## src/rtl/assert_macros.svh

```systemverilog
// Assertion macros shared by the RTL files.
`ifndef ASSERT_MACROS_SVH
`define ASSERT_MACROS_SVH
`ifndef NO_ASSERTIONS
`define ASSERT_IMPL(lbl, clk, rst_n, prop, msg) \
  lbl: assert property (@(posedge clk) disable iff (!rst_n) (prop)) else $error(msg);
`define ASSERT_NEVER(lbl, clk, rst_n, prop, msg) \
  lbl: assert property (@(posedge clk) disable iff (!rst_n) !(prop)) else $error(msg);
`else
`define ASSERT_IMPL(lbl, clk, rst_n, prop, msg)
`define ASSERT_NEVER(lbl, clk, rst_n, prop, msg)
`endif
`endif

```

## src/rtl/lu_pkg.sv

```systemverilog
// Package: widths, types and fixed-point helpers of the 3x3 LU solver.
package lu_pkg;
  localparam int FracBits = 16;
  localparam int WordBits = 32;
  localparam int Dim = 3;
  localparam int ProdBits = 2 * WordBits;
  localparam int AccBits = WordBits + 2;
  localparam int DivNumBits = WordBits + FracBits;
  localparam int DivCntBits = $clog2(DivNumBits + 1);
  localparam int QDepth = 2;

  typedef logic signed [WordBits-1:0] word_t;

  typedef struct packed {
    word_t a00, a01, a02, a10, a11, a12, a20, a21, a22;
    word_t b0, b1, b2;
  } sys_t;

  typedef enum logic [4:0] {
    S_IDLE, S_U01, S_U02, S_L11, S_L21, S_U12, S_L22,
    S_Y0, S_Y1, S_Y2, S_X1, S_X0, S_OUT, S_SING,
    S_MUL, S_DIV
  } state_e;

  function automatic word_t sat_w(input logic signed [ProdBits+1:0] v);
    logic signed [ProdBits+1:0] hi, lo;
    begin
      hi = (ProdBits+2)'((64'sd1 <<< (WordBits - 1)) - 64'sd1);
      lo = -hi - (ProdBits+2)'(1);
      if (v > hi) sat_w = word_t'(hi);
      else if (v < lo) sat_w = word_t'(lo);
      else sat_w = word_t'(v);
    end
  endfunction
endpackage

```

## src/rtl/lu_back.sv

```systemverilog
// Back end: sequencer with shared multiplier and radix-2 divider.
module lu_back (
  input  logic           clk_i,
  input  logic           rst_ni,
  input  logic           q_valid_i,
  input  lu_pkg::sys_t   sys_i,
  output logic           pop_o,
  output logic           out_valid_o,
  input  logic           out_stall_i,
  output lu_pkg::word_t  x_0_o,
  output lu_pkg::word_t  x_1_o,
  output lu_pkg::word_t  x_2_o,
  output logic           singular_o
);
  import lu_pkg::*;
  state_e st_q, st_d, ret_q, ret_d;
  logic [1:0] ph_q, ph_d;
  logic [1:0] mph_q;
  word_t l11_q, l21_q, l22_q, u01_q, u02_q, u12_q, y0_q, y1_q, y2_q, x0_q, x1_q;
  // sum kept exact across both subtractions, saturated once on use
  logic signed [AccBits-1:0] acc_q;
  word_t ma_q, mb_q;
  logic signed [ProdBits-1:0] mp_q;
  // divider
  logic [DivNumBits-1:0] dn_q, dq_q;
  logic [WordBits-1:0] dd_q;
  logic [WordBits:0] dr_q;
  logic dneg_q;
  logic [DivCntBits-1:0] dc_q;
  word_t dres;
  word_t mres;
  logic ov_q;
  word_t ox0_q, ox1_q, ox2_q;
  logic osing_q;

  logic start_mul, start_div;
  logic mul_done, div_done;
  word_t sel_a, sel_b;
  logic signed [AccBits-1:0] sel_acc;
  logic [WordBits:0] trial;
  logic [WordBits:0] dsh;

  function automatic logic [WordBits-1:0] mag(input word_t v);
    mag = v[WordBits-1] ? WordBits'(-v) : WordBits'(v);
  endfunction

  // product after the shift, saturated
  function automatic word_t mulsat(input logic signed [ProdBits-1:0] p);
    logic signed [ProdBits+1:0] s;
    logic neg;
    logic [ProdBits-1:0] m;
    begin
      neg = p[ProdBits-1];
      m = neg ? ProdBits'(-p) : ProdBits'(p);
      m = m >> FracBits;
      s = neg ? -$signed({2'b00, m}) : $signed({2'b00, m});
      mulsat = sat_w(s);
    end
  endfunction

  // quotient magnitude to saturated signed word
  always_comb begin
    logic [DivNumBits-1:0] lim;
    lim = DivNumBits'((64'd1 << (WordBits - 1)) - (dneg_q ? 64'd0 : 64'd1));
    if (dd_q == '0) dres = '0;
    else if (dq_q > lim) dres = dneg_q ? word_t'(-lim) : word_t'(lim);
    else dres = dneg_q ? word_t'(-dq_q) : word_t'(dq_q);
  end

  assign dsh = {dr_q[WordBits-1:0], dn_q[DivNumBits-1]};
  assign trial = dsh - {1'b0, dd_q};
  assign mres = sat_w((ProdBits+2)'(acc_q) - (ProdBits+2)'(mulsat(mp_q)));

  // next state; each op goes to MUL or DIV and returns
  always_comb begin
    st_d = st_q; ret_d = ret_q; ph_d = ph_q;
    case (st_q)
      S_IDLE: if (q_valid_i && !ov_q) begin
        if (sys_i.a00 == '0) st_d = S_SING;
        else begin
          st_d = S_DIV; ret_d = S_U01;
        end
      end
      S_U01: begin
        st_d = S_DIV; ret_d = S_U02;
      end
      S_U02: begin
        st_d = S_MUL; ret_d = S_L11; ph_d = 2'd0;
      end
      S_L11: begin
        st_d = S_MUL; ret_d = S_L21;
      end
      S_L21: if (l11_q == '0) st_d = S_SING;
      else begin
        st_d = S_MUL; ret_d = S_U12;
      end
      S_U12: begin
        if (ph_q == 2'd0) begin
          st_d = S_DIV; ret_d = S_U12; ph_d = 2'd1;
        end else begin
          st_d = S_MUL; ret_d = S_L22; ph_d = 2'd0;
        end
      end
      S_L22: begin
        if (ph_q == 2'd0) begin
          st_d = S_MUL; ret_d = S_L22; ph_d = 2'd1;
        end else if (l22_q == '0) st_d = S_SING;
        else begin
          st_d = S_DIV; ret_d = S_Y0; ph_d = 2'd0;
        end
      end
      S_Y0: begin
        st_d = S_MUL; ret_d = S_Y1; ph_d = 2'd0;
      end
      S_Y1: begin
        if (ph_q == 2'd0) begin
          st_d = S_DIV; ret_d = S_Y1; ph_d = 2'd1;
        end else begin
          st_d = S_MUL; ret_d = S_Y2; ph_d = 2'd0;
        end
      end
      S_Y2: begin
        if (ph_q == 2'd0) begin
          st_d = S_MUL; ret_d = S_Y2; ph_d = 2'd1;
        end else if (ph_q == 2'd1) begin
          st_d = S_DIV; ret_d = S_Y2; ph_d = 2'd2;
        end else begin
          st_d = S_MUL; ret_d = S_X1; ph_d = 2'd0;
        end
      end
      S_X1: begin
        st_d = S_MUL; ret_d = S_X0; ph_d = 2'd0;
      end
      S_X0: begin
        if (ph_q == 2'd0) begin
          st_d = S_MUL; ret_d = S_X0; ph_d = 2'd1;
        end else st_d = S_OUT;
      end
      S_OUT, S_SING: st_d = S_IDLE;
      S_MUL: if (mph_q == 2'd2) st_d = ret_q;
      S_DIV: if (dc_q == '0) st_d = ret_q;
      default: st_d = S_IDLE;
    endcase
  end

  // operand selection and unit starts
  always_comb begin
    start_mul = 1'b0; start_div = 1'b0; pop_o = 1'b0;
    sel_a = '0; sel_b = '0; sel_acc = acc_q;
    case (st_q)
      S_IDLE: if (q_valid_i && !ov_q && sys_i.a00 != '0) begin
        start_div = 1'b1; sel_a = sys_i.a01; sel_b = sys_i.a00;
      end
      S_U01: begin
        start_div = 1'b1; sel_a = sys_i.a02; sel_b = sys_i.a00;
      end
      S_U02: begin
        start_mul = 1'b1; sel_a = sys_i.a10; sel_b = u01_q; sel_acc = AccBits'(sys_i.a11);
      end
      S_L11: begin
        start_mul = 1'b1; sel_a = sys_i.a20; sel_b = u01_q; sel_acc = AccBits'(sys_i.a21);
      end
      S_L21: if (l11_q != '0) begin
        start_mul = 1'b1; sel_a = sys_i.a10; sel_b = u02_q; sel_acc = AccBits'(sys_i.a12);
      end
      S_U12: begin
        if (ph_q == 2'd0) begin
          start_div = 1'b1; sel_a = sat_w((ProdBits+2)'(acc_q)); sel_b = l11_q;
        end else begin
          start_mul = 1'b1; sel_a = sys_i.a20; sel_b = u02_q; sel_acc = AccBits'(sys_i.a22);
        end
      end
      S_L22: begin
        if (ph_q == 2'd0) begin
          start_mul = 1'b1; sel_a = l21_q; sel_b = u12_q;
        end else if (l22_q != '0) begin
          start_div = 1'b1; sel_a = sys_i.b0; sel_b = sys_i.a00;
        end
      end
      S_Y0: begin
        start_mul = 1'b1; sel_a = sys_i.a10; sel_b = y0_q; sel_acc = AccBits'(sys_i.b1);
      end
      S_Y1: begin
        if (ph_q == 2'd0) begin
          start_div = 1'b1; sel_a = sat_w((ProdBits+2)'(acc_q)); sel_b = l11_q;
        end else begin
          start_mul = 1'b1; sel_a = sys_i.a20; sel_b = y0_q; sel_acc = AccBits'(sys_i.b2);
        end
      end
      S_Y2: begin
        if (ph_q == 2'd0) begin
          start_mul = 1'b1; sel_a = l21_q; sel_b = y1_q;
        end else if (ph_q == 2'd1) begin
          start_div = 1'b1; sel_a = sat_w((ProdBits+2)'(acc_q)); sel_b = l22_q;
        end else begin
          start_mul = 1'b1; sel_a = u12_q; sel_b = y2_q; sel_acc = AccBits'(y1_q);
        end
      end
      S_X1: begin
        start_mul = 1'b1; sel_a = u02_q; sel_b = y2_q; sel_acc = AccBits'(y0_q);
      end
      S_X0: if (ph_q == 2'd0) begin
        start_mul = 1'b1; sel_a = u01_q; sel_b = x1_q;
      end
      S_OUT, S_SING: pop_o = 1'b1;
      default: ;
    endcase
  end

  // multiply unit steps: register operands, product, saturate
  always_ff @(posedge clk_i or negedge rst_ni) begin
    if (!rst_ni) begin
      st_q <= S_IDLE; ret_q <= S_IDLE; ph_q <= 2'd0; mph_q <= 2'd0; dc_q <= '0;
      ov_q <= 1'b0;
    end else begin
      st_q <= st_d; ret_q <= ret_d; ph_q <= ph_d;
      if (start_mul) mph_q <= 2'd0;
      else if (st_q == S_MUL) mph_q <= mph_q + 2'd1;
      if (start_div) dc_q <= DivCntBits'(DivNumBits);
      else if (dc_q != '0) dc_q <= dc_q - DivCntBits'(1);
      if (st_q == S_OUT || st_q == S_SING) ov_q <= 1'b1;
      else if (ov_q && !out_stall_i) ov_q <= 1'b0;
    end
  end

  // result write-back on return from a unit
  assign mul_done = (st_q == S_MUL) && (mph_q == 2'd2);
  assign div_done = (st_q == S_DIV) && (dc_q == '0);

  always_ff @(posedge clk_i) begin
    if (start_mul) begin
      ma_q <= sel_a; mb_q <= sel_b; acc_q <= sel_acc;
    end else if (mul_done) begin
      acc_q <= acc_q - AccBits'(mulsat(mp_q));
    end
    mp_q <= ma_q * mb_q;
    if (start_div) begin
      dn_q <= {mag(sel_a), FracBits'(0)};
      dd_q <= mag(sel_b);
      dneg_q <= sel_a[WordBits-1] ^ sel_b[WordBits-1];
      dr_q <= '0; dq_q <= '0;
    end else if (dc_q != '0) begin
      dn_q <= dn_q << 1;
      if (!trial[WordBits]) begin
        dr_q <= trial; dq_q <= {dq_q[DivNumBits-2:0], 1'b1};
      end else begin
        dr_q <= dsh; dq_q <= {dq_q[DivNumBits-2:0], 1'b0};
      end
    end
    if (div_done) begin
      case (ret_q)
        S_U01: u01_q <= dres;
        S_U02: u02_q <= dres;
        S_U12: u12_q <= dres;
        S_Y0: y0_q <= dres;
        S_Y1: y1_q <= dres;
        S_Y2: y2_q <= dres;
        default: ;
      endcase
    end
    if (mul_done) begin
      case (ret_q)
        S_L11: l11_q <= mres;
        S_L21: l21_q <= mres;
        S_X1: x1_q <= mres;
        default: ;
      endcase
      if (ret_q == S_L22 && ph_q == 2'd1) l22_q <= mres;
      if (ret_q == S_X0 && ph_q == 2'd1) x0_q <= mres;
    end
    if (st_q == S_OUT) begin
      ox0_q <= x0_q; ox1_q <= x1_q; ox2_q <= y2_q; osing_q <= 1'b0;
    end else if (st_q == S_SING) begin
      ox0_q <= '0; ox1_q <= '0; ox2_q <= '0; osing_q <= 1'b1;
    end
  end

  assign out_valid_o = ov_q;
  assign x_0_o = ox0_q;
  assign x_1_o = ox1_q;
  assign x_2_o = ox2_q;
  assign singular_o = osing_q;

  `include "assert_macros.svh"
  `ASSERT_NEVER(a_pop_idle, clk_i, rst_ni, pop_o && !q_valid_i, "pop without system")
  `ASSERT_NEVER(a_busy_out, clk_i, rst_ni, pop_o && ov_q, "result overwritten")
  `ASSERT_NEVER(a_div_zero, clk_i, rst_ni, start_div && sel_b == '0, "division by zero pivot")
endmodule

```

## config.mk

```make
export PLATFORM = sky130hd
export DESIGN_NAME = lu_back
export DESIGN_NICKNAME = d
export VERILOG_FILES = /design/src/rtl/lu_pkg.sv /design/src/rtl/lu_back.sv
export VERILOG_INCLUDE_DIRS = /design/src /design/src/rtl
export SDC_FILE = /design/constraint.sdc
export NUM_CORES = 2
export LEC_CHECK = 0
export BUFFER_PORTS_ARGS = -buffer_cell sky130_fd_sc_hd__buf_2
export CAP_MARGIN = 15
export CORE_ASPECT_RATIO = 1.75
export CORE_UTILIZATION = 60
export DETAILED_ROUTE_END_ITERATION = 8
export HOLD_SLACK_MARGIN = 0.03
export PLACE_DENSITY = 0.79
export SYNTH_ARGS = -nofsm -noshare
export SYNTH_HDL_FRONTEND = slang
export SYNTH_SLANG_ARGS = --single-unit
```

## constraint.sdc

```tcl
create_clock -name clk_i -period 13.41 [get_ports clk_i]
set_input_delay 0.6705 -clock clk_i [delete_from_list [all_inputs] [get_ports clk_i]]
set_output_delay 0.6705 -clock clk_i [all_outputs]
set_load 0.05 [all_outputs]
```

==> results by group <==
Run status
  – Status: finished with violations
  – Failing checks: DRC, slew limit

GRT
  – Grt ovf: 0
  – GRT Resource Usage Total: 56.2%
  – First-pass GRT wire length: 510 mm
  – Vias in the first global route: 70600
  – Largest net degree at the start of global routing: 96
  – Initial antenna violation count: 105

CTS
  – Post-cts resize count: 0
  – CTS Buffer Depth: 3
  – Root Buffer: clkbuf_16
  – Hold_buf cts: 1
  – Setup Buffers After CTS: 0
  – Depth of the CTS H-tree: 3
  – CTS tree: built
  – Clock slew at reported path FFs: 0.07 ns
  – Clk sinks: 775
  – Worst-skew pair later-pin latency: 0.76 ns
  – CTS Buf Count: 73

Yosys
  – Synth top area share: 28.2%
  – Yosys cell types: 98
  – Synth top area cells: fa_1 28%, edfxtp_1 24%, inv_1 6.2%, nand2_1 5.4%, ha_1 4.7%
  – Asr flop ratio synth: 2.45%
  – Synth Register Bits: 775
  – Synth Flop Type: edfxtp_1
  – Average cell area after synthesis: 9.78 sq um
  – Main combinational cell family by area after synthesis: adder cells
  – Top cells by count, synth: 1278 x inv_1, 1112 x nand2_1, 1084 x fa_1
  – Synth Area in Adders: 32.8%
  – Cell count after synthesis: 7878
  – Ys Warns: 0
  – Post-synth net total: 9638
  – Mapped Area: 77000 sq um
  – Post-Synth Simple-Gate Area: 14.3%
  – Mux cell area share after synthesis: 1.35%
  – Yosys top cell by area: fa_1
  – Xor/xnor share of the synthesized area: 2.86%
  – EDFF count, synth: 611
  – Seq/Total Area, Yosys: 28.2%
  – Compound-Gate Fraction of Synth Area: 12.0%
  – Most common cell in the netlist: inv_1

Final layout
  – Register bank with the most flops: mp_q
  – Share of post-route cells with drive strength above 1: 11.5%
  – # fillers: 9730
  – Register area: 21700 sq um
  – P&R area growth vs syn: 10.3%
  – Largest regs: mp_q: 64 flops, dq_q: 48 flops, acc_q: 34 flops
  – Area occupied by multi-input gates: 49200 sq um
  – Final nets: 9978
  – Max reg flops: 64

STA
  – Sum Neg Setup Slack: 0 ns
  – Final Max Slew Viols: 1
  – Final Setup Violations: 0
  – Fmax achieved: 0.0877 GHz
  – Final Skew: 0.0715 ns
  – Tcrit/Tclk final: 85.0%
  – Slew margin rel.: -13.6%
  – Final min period: 11.40 ns
  – Worst Max-Slew Pin Slew: 1.70 ns
  – RSZ-0062 raised after global routing: false
  – Fin. Hold Viols: 0

Die
  – Core area: 127000 sq um
  – Die area: 130000 sq um
  – Starting Density: 60.5%
  – Row count: 173
  – Die W: 273 um
  – Die extent in y: 476 um
  – I/O Pins: 487

Detailed routing
  – Routed length per instance: 34.7 um
  – Initial DRT Pass Iterations: 9
  – Vias: 69000
  – Initial DRC count: 9850
  – ANT nets after route: 0
  – WL final: 348 mm
  – Via/cell ratio: 6.87
  – DR DRC count: 22

Place
  – DP HPWL: 261 mm
  – # port buffers: 486
  – Global placement routability congestion: 1.19

Flow run
  – Max Cap Viol: 0

Setup path
  – CP max stage delay: 0.78 ns
  – Critical path class: reg2reg
  – Slowest cell on crit path: o31ai_1
  – CP dominant cell by count: o21ai_0
  – Worst Path Buf+Inv: 3
  – Worst Setup End Kind: flip-flop
  – CP top delay family: compound AO/OA/AOI/OAI gates
  – Arr. time, crit path: 11.73 ns
  – Startpoint Class: flip-flop
  – Max FO, Critical Path: 31
  – Required time worst endpoint: 13.74 ns

Min path
  – HP Class: in2reg
## metal layers
layer  share of wire (%)  track usage [%]  vias to the layer above
li1                    -                -                    26900
met4                  14             59.1                       40
met5                0.19             4.06                        -
met1                  27             53.4                    33600
met3                  13             26.9                     2517
met2                  46             85.3                     5881
## cell families after synthesis
kind of cell / Yosys count
compound gates: 1371
buf+inv: 1726
mux: 103
fa+ha+maj: 1372
xor+xnor: 251
flops: 775
simple gates: 2280
## metrics by stage
stage | instance area (sq um) | hold slack (ns) | instances | util [%] | setup slack (ns)
6_report | 85000 | 0.136 | 10000 | 66.8 | 2.01
5_1_grt | 84800 | 0.123 | 9962 | 66.6 | 1.29
4_1_cts | 84200 | 0.117 | 9897 | 66.1 | 2.35
3_5_place_dp | 81500 | 0.457 | 9760 | 64.1 | 2.38
3_3_place_gp | 81500 | 0.442 | 9758 | 64.0 | 2.40
2_1_floorplan | 77000 | 0.375 | 7878 | - | 4.17
## cell usage in the layout (no fill, tap or decap), drive strengths merged, types with 22 or more instances in the layout
master     n
edfxtp   611
nand4     59
nand2b    62
nand3b    22
a222oi    81
a221oi    31
xnor2    173
diode     96
mux2i     95
nand3    104
or3       33
nor4      80
o211ai    52
nor3      84
a221o     54
inv     1285
clkbuf    96
nand2   1113
buf      703
o31ai     28
a211oi    35
o21a      34
a31oi     58
ha       288
a21o      71
o21bai    23
xor2      78
dfxtp    145
and3      27
fa      1084
clkinv    26
nor2     212
a21oi    320
o21ai    322
a22oi     96
and2     365
## worst paths after layout
path	cells after the start	startpoint	to	slack, ns
setup / recovery	32	mp_q[14]$_DFF_P_	x0_q[26]$_DFFE_PP_	2.01
hold / removal	2	out_stall_i	out_valid_o$_DFFE_PN0P_	0.14
setup reg to reg	32	mp_q[14]$_DFF_P_	x0_q[26]$_DFFE_PP_	2.01
hold reg to reg	2	dq_q[47]$_SDFFE_PP0P_	dq_q[47]$_SDFFE_PP0P_	0.47
max in group asynchronous	2	rst_ni	st_q[0]$_DFFE_PN0P_	12.34
min in group asynchronous	2	rst_ni	out_valid_o$_DFFE_PN0P_	0.52
## final cells by class
type,count,area share [%]
Multi-Input combinational cell,5377,57.9
Sequential cell,775,25.6
Inverter,1281,5.66
Timing Repair Buffer,710,5.00
Tap cell,1662,2.45
Clock buffer,90,2.32
Clock inverter,46,0.783
Antenna cell,96,0.283
Power is left out: the tool's default activity adds up to more than one toggle a clock period on the data nets, which glitch-free logic cannot reach.
