--- src/rtl/assert_macros.svh ---
// Assertion macros shared by the RTL files.
`ifndef ASSERT_MACROS_SVH
`define ASSERT_MACROS_SVH
`ifndef NO_ASSERTIONS
`define ASSERT_IMPL(lbl, clk, rst_n, prop, msg) \
  lbl: assert property (@(posedge clk) disable iff (!rst_n) (prop)) else $error(msg);
`define ASSERT_NEVER(lbl, clk, rst_n, prop, msg) \
  lbl: assert property (@(posedge clk) disable iff (!rst_n) !(prop)) else $error(msg);
`else
`define ASSERT_IMPL(lbl, clk, rst_n, prop, msg)
`define ASSERT_NEVER(lbl, clk, rst_n, prop, msg)
`endif
`endif

--- src/rtl/lu_pkg.sv ---
// Package: widths, types and fixed-point helpers of the 3x3 LU solver.
package lu_pkg;
  localparam int FracBits = 16;
  localparam int WordBits = 32;
  localparam int Dim = 3;
  localparam int ProdBits = 2 * WordBits;
  localparam int AccBits = WordBits + 2;
  localparam int DivNumBits = WordBits + FracBits;
  localparam int DivCntBits = $clog2(DivNumBits + 1);
  localparam int QDepth = 2;

  typedef logic signed [WordBits-1:0] word_t;

  typedef struct packed {
    word_t a00, a01, a02, a10, a11, a12, a20, a21, a22;
    word_t b0, b1, b2;
  } sys_t;

  typedef enum logic [4:0] {
    S_IDLE, S_U01, S_U02, S_L11, S_L21, S_U12, S_L22,
    S_Y0, S_Y1, S_Y2, S_X1, S_X0, S_OUT, S_SING,
    S_MUL, S_DIV
  } state_e;

  function automatic word_t sat_w(input logic signed [ProdBits+1:0] v);
    logic signed [ProdBits+1:0] hi, lo;
    begin
      hi = (ProdBits+2)'((64'sd1 <<< (WordBits - 1)) - 64'sd1);
      lo = -hi - (ProdBits+2)'(1);
      if (v > hi) sat_w = word_t'(hi);
      else if (v < lo) sat_w = word_t'(lo);
      else sat_w = word_t'(v);
    end
  endfunction
endpackage

--- src/rtl/lu_queue.sv ---
// Two-entry queue of complete systems between front and back.
module lu_queue (
  input  logic          clk_i,
  input  logic          rst_ni,
  input  logic          push_i,
  input  lu_pkg::sys_t  data_i,
  output logic          full_o,
  output logic          valid_o,
  input  logic          pop_i,
  output lu_pkg::sys_t  data_o
);
  import lu_pkg::*;
  sys_t mem_q [QDepth];
  logic wp_q, rp_q;
  logic [1:0] cnt_q;

  assign full_o = (cnt_q == 2'(QDepth));
  assign valid_o = (cnt_q != 2'd0);
  assign data_o = mem_q[rp_q];

  always_ff @(posedge clk_i) if (push_i) mem_q[wp_q] <= data_i;

  always_ff @(posedge clk_i or negedge rst_ni) begin
    if (!rst_ni) begin
      wp_q <= 1'b0; rp_q <= 1'b0; cnt_q <= 2'd0;
    end else begin
      if (push_i) wp_q <= ~wp_q;
      if (pop_i) rp_q <= ~rp_q;
      cnt_q <= cnt_q + 2'(push_i) - 2'(pop_i);
    end
  end

  `include "assert_macros.svh"
  `ASSERT_NEVER(a_no_overflow, clk_i, rst_ni, push_i && full_o, "queue overflow")
  `ASSERT_NEVER(a_no_underflow, clk_i, rst_ni, pop_i && !valid_o, "queue underflow")
  `ASSERT_IMPL(a_cnt_range, clk_i, rst_ni, cnt_q <= 2'(QDepth), "queue count out of range")
endmodule

--- config.mk ---
export PLATFORM = sky130hd
export DESIGN_NAME = lu_queue
export DESIGN_NICKNAME = d
export VERILOG_FILES = /design/src/rtl/lu_pkg.sv /design/src/rtl/lu_queue.sv
export VERILOG_INCLUDE_DIRS = /design/src /design/src/rtl
export SDC_FILE = /design/constraint.sdc
export NUM_CORES = 1
export LEC_CHECK = 0
export BUFFER_PORTS_ARGS = -buffer_cell sky130_fd_sc_hd__buf_2
export CORE_AREA = 2 2 305 307
export CTS_CLUSTER_SIZE = 12
export DETAILED_ROUTE_END_ITERATION = 7
export DIE_AREA = 0 0 307 309
export PLACE_DENSITY_LB_ADDON = 0.3
export SETUP_SLACK_MARGIN = 0.15
export SYNTH_ARGS = -nofsm -noshare
export SYNTH_HDL_FRONTEND = slang
export SYNTH_SLANG_ARGS = --single-unit
--- constraint.sdc ---
create_clock -name clk_i -period 19.74 [get_ports clk_i]
set_input_delay 0.987 -clock clk_i [delete_from_list [all_inputs] [get_ports clk_i]]
set_output_delay 0.987 -clock clk_i [all_outputs]
set_load 0.005 [all_outputs]
==> results.tsv, run 1 <==
metric	value	unit
drc	0	
drt_wl_total	68.3	mm
placementRows	111	
worst_case_reg_to_reg_path_depth	4	
max_slew_margin	28.1	%
vias_per_instance	4.35	
synth.distinct_cells	14	
synth.ff_latch_count	772	
total_power	0.00507	W
synth_top_area_share	81.9	%
layout_worst_path_cycle_share	29.2	%
static_leak	13.4	nW
netlist.top_cell.by_area	sky130_fd_sc_hd__edfxtp_1	
worstSetupEndpointType	output pin	
clock_tree.buffer_depth	3	
grt_start_max_net_pins	144	
clk_pin_slew	0.06	ns
drtAntennaViolNets	0	
numPortBuffers	773	
slew_violations	0	
synthTopCellsByArea	sky130_fd_sc_hd__edfxtp_1 (82%), sky130_fd_sc_hd__mux2_2 (14%), sky130_fd_sc_hd__buf_6 (1.6%)	
synth_ff_type	sky130_fd_sc_hd__edfxtp_1	
ys_top_cells_by_count	sky130_fd_sc_hd__edfxtp_1 (768), sky130_fd_sc_hd__mux2_2 (352), sky130_fd_sc_hd__buf_6 (40), sky130_fd_sc_hd__mux2_4 (30), sky130_fd_sc_hd__dfrtp_1 (4)	
syn_avg_cell_area	23.3	um2
io-pin-count	774	
worstSetupPathType	reg2out	
cts_tree	built	
filler_cell_count	8385	
post_syn_nets	1600	
minimum_clock_period_after_layout	5.76	ns
multi_input_area	4540	um2
placedInstanceArea	33200	um2
synth-seq-area-share	82.2	%
clk-insertion-delay-late	0.64	ns
yosys_warnings	0	
yosysMostFrequentCell	sky130_fd_sc_hd__edfxtp_1	
syn_area	28200	um2
antenna_found_initial	22	
setup_viol	0	
ctsResizeCount	0	
final_layout_size_suffix_gt1_share	61.3	%
final_weighted_congestion_in_routability_driven_placement	0.829	
die_w	307	um
dr_total_vias	14400	
postSynth.asyncResetShare	0.518	%
syn-instance-count	1210	
cp_data_required_time	18.75	ns
measured_slew_at_the_worst_slew_check_pin	1.08	ns
placeable_area	91400	um2
critPathArrivalTime	4.77	ns
run_status	completed	
max_clock_freq	174	MHz
synth_to_layout_area_growth	27.2	%
dr_pass1_iterations	5	
rsz0062_at_grt	no	
critical_path.startpoint_type	flop	
globalRouteOverflowTotal	0	
grt_first_pass_wirelength	96.3	mm
postLayoutCoreUtil	39.2	%
cts_root_buf	sky130_fd_sc_hd__clkbuf_16	
peakVddDrop	98.7	uV
starting_density_of_the_core	30.8	%
report.final.hold_viol_count	0	
drt_first_iter_violations	899	
min-delay-path-class	in2async	
numClockSinks	772	
setup_tns	0	ns
cts-htree-levels	3	
layout.cell_area.non_filler	35800	um2
cap_viol_max_count	0	
holdBufCountCts	0	
power-per-cell-area	141	nW/um2
clock_skew	0.0133	ns
place_hpwl	48.3	mm
global_route.usage.total	13.6	%
die_h	309	um
cts_buffers	86	
cts_post_setup_buffers_inserted	0	
number_of_nets_in_the_layout	2433	
path_max_fanout	79	
layout.area.seq	23200	um2
vias_in_the_first_global_route	15300	
wl_per_cell	20.7	um
synth_edf_count	768	
area_enclosed_by_the_die_boundary	94900	um2
-- cell type report --
class | count | share of cell area, %
antenna | 16 | 0.112
inverter | 2 | 0.0209
tap | 1186 | 4.14
multi-input combinational | 393 | 12.7
clock buffer | 101 | 6.16
sequential | 772 | 64.6
timing repair buffer | 788 | 11.1
clock inverter | 49 | 1.11
-- placed cells by master (no fill, tap or decap) --
cell type	n
sky130_fd_sc_hd__buf_2	773
sky130_fd_sc_hd__dfrtp_1	3
sky130_fd_sc_hd__xor3_1	1
sky130_fd_sc_hd__xor2_1	2
sky130_fd_sc_hd__dfrtp_4	1
sky130_fd_sc_hd__buf_12	1
sky130_fd_sc_hd__mux2_1	2
sky130_fd_sc_hd__bufinv_16	4
sky130_fd_sc_hd__clkinv_4	3
sky130_fd_sc_hd__edfxtp_1	768
sky130_fd_sc_hd__mux2_4	30
sky130_fd_sc_hd__clkbuf_1	15
sky130_fd_sc_hd__and2_4	1
sky130_fd_sc_hd__inv_16	2
sky130_fd_sc_hd__diode_2	16
sky130_fd_sc_hd__mux2_2	352
sky130_fd_sc_hd__buf_4	14
sky130_fd_sc_hd__clkinv_1	19
sky130_fd_sc_hd__or2_2	1
sky130_fd_sc_hd__clkinv_8	1
sky130_fd_sc_hd__nor2b_1	1
sky130_fd_sc_hd__inv_6	5
sky130_fd_sc_hd__clkinv_2	13
sky130_fd_sc_hd__clkbuf_16	86
sky130_fd_sc_hd__inv_1	2
sky130_fd_sc_hd__clkinvlp_4	2
sky130_fd_sc_hd__nor2b_4	1
sky130_fd_sc_hd__ha_1	2
-- report_power, final --
part | internal [W] | switching [W]
sequential | 0.00218 | 0.0000801
clock | 0.000854 | 0.000626
combinational | 0.000636 | 0.000696
total | 0.00367 | 0.00140
-- critical path, cell delays in order, from the launching register on --
cell,delay [ns]
sky130_fd_sc_hd__dfrtp_4,0.72
sky130_fd_sc_hd__buf_4,0.80
sky130_fd_sc_hd__buf_4,0.90
sky130_fd_sc_hd__buf_4,0.83
sky130_fd_sc_hd__mux2_2,0.43
sky130_fd_sc_hd__buf_2,0.13
-- metal layers --
layer | vias up | track usage (%) | share of wire, %
met5 | - | 0 | 0.14
met4 | 16 | 6.39 | 2.8
met3 | 117 | 4.49 | 7.6
met2 | 524 | 24.5 | 54
met1 | 7186 | 14.3 | 36
li1 | 6558 | - | -
-- sequential cells by signal, summed over array words and instances, names as in the netlist --
name	cells
wp_q	1
cnt_q	2
rp_q	1
mem_q	768
-- worst paths after layout --
kind	from	end	slack [ns]
worst max-delay path	rp_q$_DFFE_PN0P_	data_o[345]	13.98
worst min-delay path	rst_ni	rp_q$_DFFE_PN0P_	0.15
worst max register to register	wp_q$_DFFE_PN0P_	mem_q[1][0]$_DFFE_PP_	15.55
worst min register to register	wp_q$_DFFE_PN0P_	wp_q$_DFFE_PN0P_	0.55
max in group asynchronous	rst_ni	rp_q$_DFFE_PN0P_	19.44
min in group clk_i	data_i[112]	mem_q[0][112]$_DFFE_PP_	0.52
-- metrics by stage --
| step | setup slack, ns | hold slack (ns) | cells |
|---|---|---|---|
| 5_1_grt | 13.66 | 0.117 | 3302 |
| 2_1_floorplan | 1.09 | 0.455 | 1210 |
| 3_3_place_gp | 14.76 | 0.539 | 3141 |
| 3_5_place_dp | 14.61 | 0.543 | 3141 |
| 4_1_cts | 13.87 | 0.0884 | 3291 |
| 6_report | 13.98 | 0.146 | 3307 |
-- cell families (layout without fill, tap and decap cells) --
family                   count (synthesis)  count (layout)  share of synthesized area (%)
XOR/XNOR                                 3               3                          0.147
AND/OR/NAND/NOR                          4               4                         0.0889
other                                    0              16                              0
adder cells (fa/ha/maj)                  2               2                         0.0888
multiplexers                           384             384                           15.8
buffers and inverters                   45             940                           1.68
flip-flops                             772             772                           82.2
Power figures use the tool's default switching activity.
==> run 2, diff against run 1 <==
clock period = 5 ns   (was 19.74 ns; I/O delays follow)
==> results.tsv, run 2 (synthesized netlist as in run 1, its figures left out) <==
metric	value	unit
run_status	completed	
clk-insertion-delay-late	0.63	ns
clk_pin_slew	0.06	ns
grt_start_max_net_pins	125	
placementRows	111	
filler_cell_count	8037	
cp_data_required_time	4.75	ns
global_route.usage.total	14.4	%
cpMaxStageDelayCell	sky130_fd_sc_hd__dfrtp_4	
layout_worst_path_cycle_share	64.9	%
placed_cell_count	3156	
layout_commonest_cell	sky130_fd_sc_hd__buf_2	
path_max_fanout	87	
dr_total_vias	16000	
cts_root_buf	sky130_fd_sc_hd__clkbuf_16	
worstSetupEndpointType	output pin	
layout.area.seq	23200	um2
largest_register_ffs	768	
clock_tree.buffer_depth	3	
synth_to_layout_area_growth	41.5	%
die_h	309	um
worstHoldStart	data_i[113]	
finish.cell_count_without_fillers	3694	
vias_in_the_first_global_route	17600	
placeable_area	91400	um2
globalRouteOverflowTotal	0	
numPortBuffers	773	
max_clock_freq	308	MHz
ff2ff_setup_slack	2.74	ns
io-pin-count	774	
measured_slew_at_the_worst_slew_check_pin	1.10	ns
rsz0062_at_grt	no	
multi_input_area	4540	um2
reg.largest.list	mem_q (768), cnt_q (2)	
area_enclosed_by_the_die_boundary	94900	um2
drt_first_iter_violations	975	
cts_tree	built	
drc	0	
place_hpwl	49.0	mm
postLayoutCoreUtil	43.6	%
registers.top_by_ff_count	mem_q	
max_stage_delay	1.14	ns
hold-path-cell-count	2	
wl_per_cell	19.3	um
most-common-layout-cells	sky130_fd_sc_hd__buf_2 (773), sky130_fd_sc_hd__edfxtp_1 (768), sky130_fd_sc_hd__dlygate4sd3_1 (388)	
min_delay_worst_endpoint	mem_q[1][113]$_DFFE_PP_	
worstSetupPathType	reg2out	
critical_path.startpoint_type	flop	
slew_violations	0	
drtAntennaViolNets	0	
r2r-start	wp_q$_DFFE_PN0P_	
power-per-cell-area	511	nW/um2
static_leak	15.0	nW
clock_skew	0.0114	ns
vias_per_instance	4.33	
critPathArrivalTime	3.00	ns
grt_first_pass_wirelength	103	mm
numClockSinks	772	
min-delay-path-class	in2reg	
final_layout_size_suffix_gt1_share	51.7	%
ctsResizeCount	0	
worst_r2r_endpoint	mem_q[0][208]$_DFFE_PP_	
minimum_clock_period_after_layout	3.25	ns
number_of_nets_in_the_layout	2834	
drt_wl_total	71.4	mm
dr_pass1_iterations	4	
max_slew_margin	26.6	%
critical_path.cell_chain	buf_12, mux2_2, buf_2	
cts_buffers	84	
total_power	0.0203	W
worst_case_reg_to_reg_path_depth	2	
report.final.hold_viol_count	0	
die_w	307	um
final_weighted_congestion_in_routability_driven_placement	0.836	
cts-htree-levels	3	
starting_density_of_the_core	30.8	%
setup_viol	0	
antenna_found_initial	4	
cap_viol_max_count	0	
peakVddDrop	350	uV
-- run 2: changes by cell type in the layout (fill, tap and decap cells not counted), sizes merged --
cell         delta
dlygate4sd3   +388
clkinv          -4
buf            +15
clkbuf          +5
inv             -3
clkinvlp        -1
diode          -13
-- run 2: routing by layer --
metal | track usage, % | share of wire [%] | routed length, um
met3 | 3.70 | 5.4 | 3890
met2 | 26.4 | 54 | 38300
met4 | 6.25 | 3.7 | 2660
met5 | 0 | 0.013 | 9
met1 | 15.6 | 37 | 26500
-- run 2: critical path, delay by kind of cell, from the launching register on --
kind	cells	cell delay [ns]
buffers and inverters	2	0.53
DFF	1	1.14
muxes	1	0.43
-- run 2: worst max path at each step --
stage                           from                     to  depth (start not counted)
floorplan           wp_q$_DFFE_PN0P_  mem_q[0][0]$_DFFE_PP_                          1
global placement    rp_q$_DFFE_PN0P_            data_o[271]                          3
detailed placement  rp_q$_DFFE_PN0P_            data_o[125]                          3
CTS                 rp_q$_DFFE_PN0P_            data_o[125]                          3
global route        rp_q$_DFFE_PN0P_            data_o[233]                          3
finish              rp_q$_DFFE_PN0P_            data_o[183]                          3
-- run 2: timing repair --
| action | CTS | global route |
|---|---|---|
| hold buffers | 388 | 0 |
| setup buffers | 0 | 0 |
| hold endpoints to repair | 775 | 0 |
-- run 2: power breakdown --
group          internal, W  switching, W  leakage [nW]  total [W]
clock              0.00335       0.00240          1.24    0.00574
combinational      0.00281       0.00283          6.55    0.00565
sequential         0.00858      0.000376          7.25    0.00895
total               0.0147       0.00561          15.0     0.0203
-- run 2: metrics by stage --
step           setup slack [ns]  cell area (um2)  TNS, ns  hold slack [ns]
2_1_floorplan             -1.55            28200  -816.14          -0.0456
3_3_place_gp               2.48            33400        0           0.0561
3_5_place_dp               2.41            33400        0           0.0611
4_1_cts                    1.70            39800        0            0.273
5_1_grt                    1.63            39800        0            0.289
6_report                   1.75            39800        0            0.340
-- run 2: area by class of cell --
type                            count  share of cell area [%]
Sequential cell                   772                    58.1
Clock inverter                     41                   0.785
Tap cell                         1186                    3.72
Timing Repair Buffer             1191                    20.3
Multi-Input combinational cell    393                    11.4
Antenna cell                        3                  0.0188
Inverter                            2                  0.0188
Clock buffer                      106                    5.59
==> run 3, diff against run 2 <==
ABC_AREA = 1   (was default)
CORE_AREA = 2 2 297 299   (was 2 2 305 307)
DIE_AREA = 0 0 299 301   (was 0 0 307 309)
clock period = 2.92 ns   (was 5 ns; I/O delays follow)
==> results.tsv, run 3 <==
metric	value	unit
layout_worst_path_cycle_share	87.1	%
ys_top_cells_by_count	sky130_fd_sc_hd__edfxtp_1 (768), sky130_fd_sc_hd__inv_1 (391), sky130_fd_sc_hd__nand2_1 (391), sky130_fd_sc_hd__o21ai_0 (384), sky130_fd_sc_hd__buf_2 (53)	
placementRows	108	
min_delay_worst_endpoint	mem_q[1][75]$_DFFE_PP_	
synth_to_layout_area_growth	42.2	%
vias_in_the_first_global_route	19300	
cts-htree-levels	3	
report.final.hold_viol_count	0	
finish.cell_count_without_fillers	4475	
minimum_clock_period_after_layout	2.54	ns
largest_register_ffs	768	
synth_edf_count	768	
ff2ff_setup_slack	1.03	ns
global_route.usage.total	15.9	%
dr_pass1_iterations	5	
worst_r2r_endpoint	mem_q[1][193]$_DFFE_PP_	
numPortBuffers	773	
switching_power_share_of_the_total	31.8	%
synthTopCellsByArea	sky130_fd_sc_hd__edfxtp_1 (81%), sky130_fd_sc_hd__o21ai_0 (6.7%), sky130_fd_sc_hd__inv_1 (5.2%)	
post_syn_nets	2420	
registers.top_by_ff_count	mem_q	
run_status	completed	
combPwrFrac	29.0	%
total_power	0.0352	W
cp_data_required_time	2.77	ns
holdWs	0.230	ns
yosysMostFrequentCell	sky130_fd_sc_hd__edfxtp_1	
critPathArrivalTime	2.40	ns
final_layout_size_suffix_gt1_share	28.2	%
cts_tree	built	
place_hpwl	51.0	mm
final_weighted_congestion_in_routability_driven_placement	0.840	
critical_path.startpoint_type	flop	
syn_avg_cell_area	14.0	um2
die_w	299	um
reg.largest.list	mem_q (768), cnt_q (2)	
synth-seq-area-share	81.3	%
setup_tns	0	ns
layout_commonest_cell	sky130_fd_sc_hd__buf_2	
drt_first_iter_violations	1208	
finalWorstSetupSlack	0.378	ns
postSynth.asyncResetShare	0.518	%
rsz0062_at_grt	no	
drc	0	
die_h	301	um
number_of_nets_in_the_layout	3639	
clkPwrFrac	27.7	%
wl_per_cell	16.5	um
clock_tree.buffer_depth	3	
clock_skew	0.0217	ns
max_slew_margin	57.9	%
numClockSinks	772	
power-per-cell-area	868	nW/um2
drtAntennaViolNets	0	
setup_viol	0	
dr_total_vias	19100	
slew_violations	0	
starting_density_of_the_core	32.9	%
path_max_fanout	43	
globalRouteOverflowTotal	0	
internal_power	0.0240	W
drt_wl_total	74.0	mm
worst_case_reg_to_reg_path_depth	3	
seq_pwr_share	43.3	%
preCtsSetupSlack	0.786	ns
cts_buffers	84	
hold-path-cell-count	2	
total_switching_power	0.0112	W
synth_ff_type	sky130_fd_sc_hd__edfxtp_1	
grt_start_max_net_pins	90	
vias_per_instance	4.27	
antenna_found_initial	6	
netlist.top_cell.by_area	sky130_fd_sc_hd__edfxtp_1	
yosys_warnings	0	
synth.distinct_cells	12	
syn-instance-count	2030	
r2r-start	wp_q$_DFFE_PN0P_	
worstHoldStart	data_i[75]	
worstSetupStartpoint	rp_q$_DFFE_PN0P_	
min-delay-path-class	in2reg	
synth_top_area_share	81.0	%
synth.ff_latch_count	772	
placeable_area	86500	um2
clk_pin_slew	0.05	ns
measured_slew_at_the_worst_slew_check_pin	0.625	ns
area_enclosed_by_the_die_boundary	90000	um2
peakVddDrop	599	uV
placed_cell_count	3929	
cap_viol_max_count	0	
cts_root_buf	sky130_fd_sc_hd__clkbuf_16	
io-pin-count	774	
worstSetupEndpointType	output pin	
clk-insertion-delay-late	0.64	ns
worstSetupPathType	reg2out	
most-common-layout-cells	sky130_fd_sc_hd__buf_2 (773), sky130_fd_sc_hd__edfxtp_1 (768), sky130_fd_sc_hd__inv_1 (390), sky130_fd_sc_hd__nand2_1 (390), sky130_fd_sc_hd__dlygate4sd3_1 (388)	
max_clock_freq	393	MHz
syn_area	28500	um2
grt_first_pass_wirelength	109	mm
static_leak	17.0	nW
[run 3: cell count changes after synthesis, moves of 2 or more]
cell                       previous run  this run
sky130_fd_sc_hd__mux2_4              30         0
sky130_fd_sc_hd__nor2_1               0         2
sky130_fd_sc_hd__nor2b_1              2         0
sky130_fd_sc_hd__inv_1                2       391
sky130_fd_sc_hd__mux2_2             352         0
sky130_fd_sc_hd__mux2_1               2         0
sky130_fd_sc_hd__o21ai_0              0       384
sky130_fd_sc_hd__buf_6               40         0
sky130_fd_sc_hd__buf_2                3        53
sky130_fd_sc_hd__nand2_1              0       391
sky130_fd_sc_hd__clkbuf_1             0        27
sky130_fd_sc_hd__buf_4                0         5
[run 3: per-stage QoR]
| step | area [um2] | utilization [%] |
|---|---|---|
| after global placement | 34000 | 39.4 |
| after CTS | 40500 | 46.8 |
| after detailed placement | 34000 | 39.4 |
| after global routing | 40500 | 46.8 |
| final | 40500 | 46.8 |
| after floorplan | 28500 | - |
[run 3: worst max path at each step]
stage                                 end  slack (ns)  cells after the start
floorplan           mem_q[1][0]$_DFFE_PP_       -3.74                      2
global placement              data_o[258]        0.83                      3
detailed placement            data_o[150]        0.79                      4
CTS                           data_o[258]        0.16                      3
global route                  data_o[325]        0.19                      5
finish                        data_o[313]        0.38                      5
[run 3: kinds of logic (layout without fill, tap and decap cells)]
| logic type | Yosys count | count (layout) | share of synthesized area [%] |
|---|---|---|---|
| AOI/OAI and AO/OA | 384 | 384 | 6.75 |
| xor gates and xnor gates | 2 | 2 | 0.0615 |
| adders and majority gates | 2 | 2 | 0.0879 |
| buffers and inverters | 476 | 1759 | 6.57 |
| DFF | 772 | 772 | 81.3 |
| other | 0 | 7 | 0 |
| and+or+nand+nor | 394 | 394 | 5.20 |
[run 3: power groups by stage]
stage / Sequential [W] / Combinational [W] / Clock (W)
CTS: 0.0153 / 0.0103 / 0.0100
detailed placement: 0.0155 / 0.00982 / 0
global placement: 0.0155 / 0.00976 / 0
finish: 0.0152 / 0.0102 / 0.00973
floorplan: 0.0158 / 0.00460 / 0
global route: 0.0154 / 0.0114 / 0.0105
[run 3: repair_timing]
item / CTS / global route
gates cloned: 0 / 0
setup buffers: 0 / 1
hold endpoints to repair: 777 / 0
hold buffers: 388 / 0
endpoints found under the setup margin: 1 / 38
resized for setup: 1 / 0
[run 3: cell type report]
class                           instances  area (um2)
Multi-Input combinational cell        782        3450
Antenna cell                            7        17.5
Tap cell                             1155        1450
Clock buffer                          110        2200
Clock inverter                         40         342
Timing Repair Buffer                 1218        8410
Fill cell                            7667       46000
Inverter                              391        1470
Sequential cell                       772       23200
[run 3: critical path, cell delays in order (launching register included)]
cell	delay, ns
sky130_fd_sc_hd__dfrtp_4	0.75
sky130_fd_sc_hd__buf_12	0.26
sky130_fd_sc_hd__buf_4	0.35
sky130_fd_sc_hd__nand2_1	0.11
sky130_fd_sc_hd__o21ai_0	0.12
sky130_fd_sc_hd__buf_2	0.15
[run 3: per-layer routing]
metal	vias to the layer above	share of wire, %	track usage [%]	routed length, um
met2	666	51	28.1	37900
met5	-	0.0095	0	7
met1	8911	38	17.7	27800
met3	178	6.8	4.02	5050
met4	2	4.4	7.94	3270
li1	9338	-	-	-
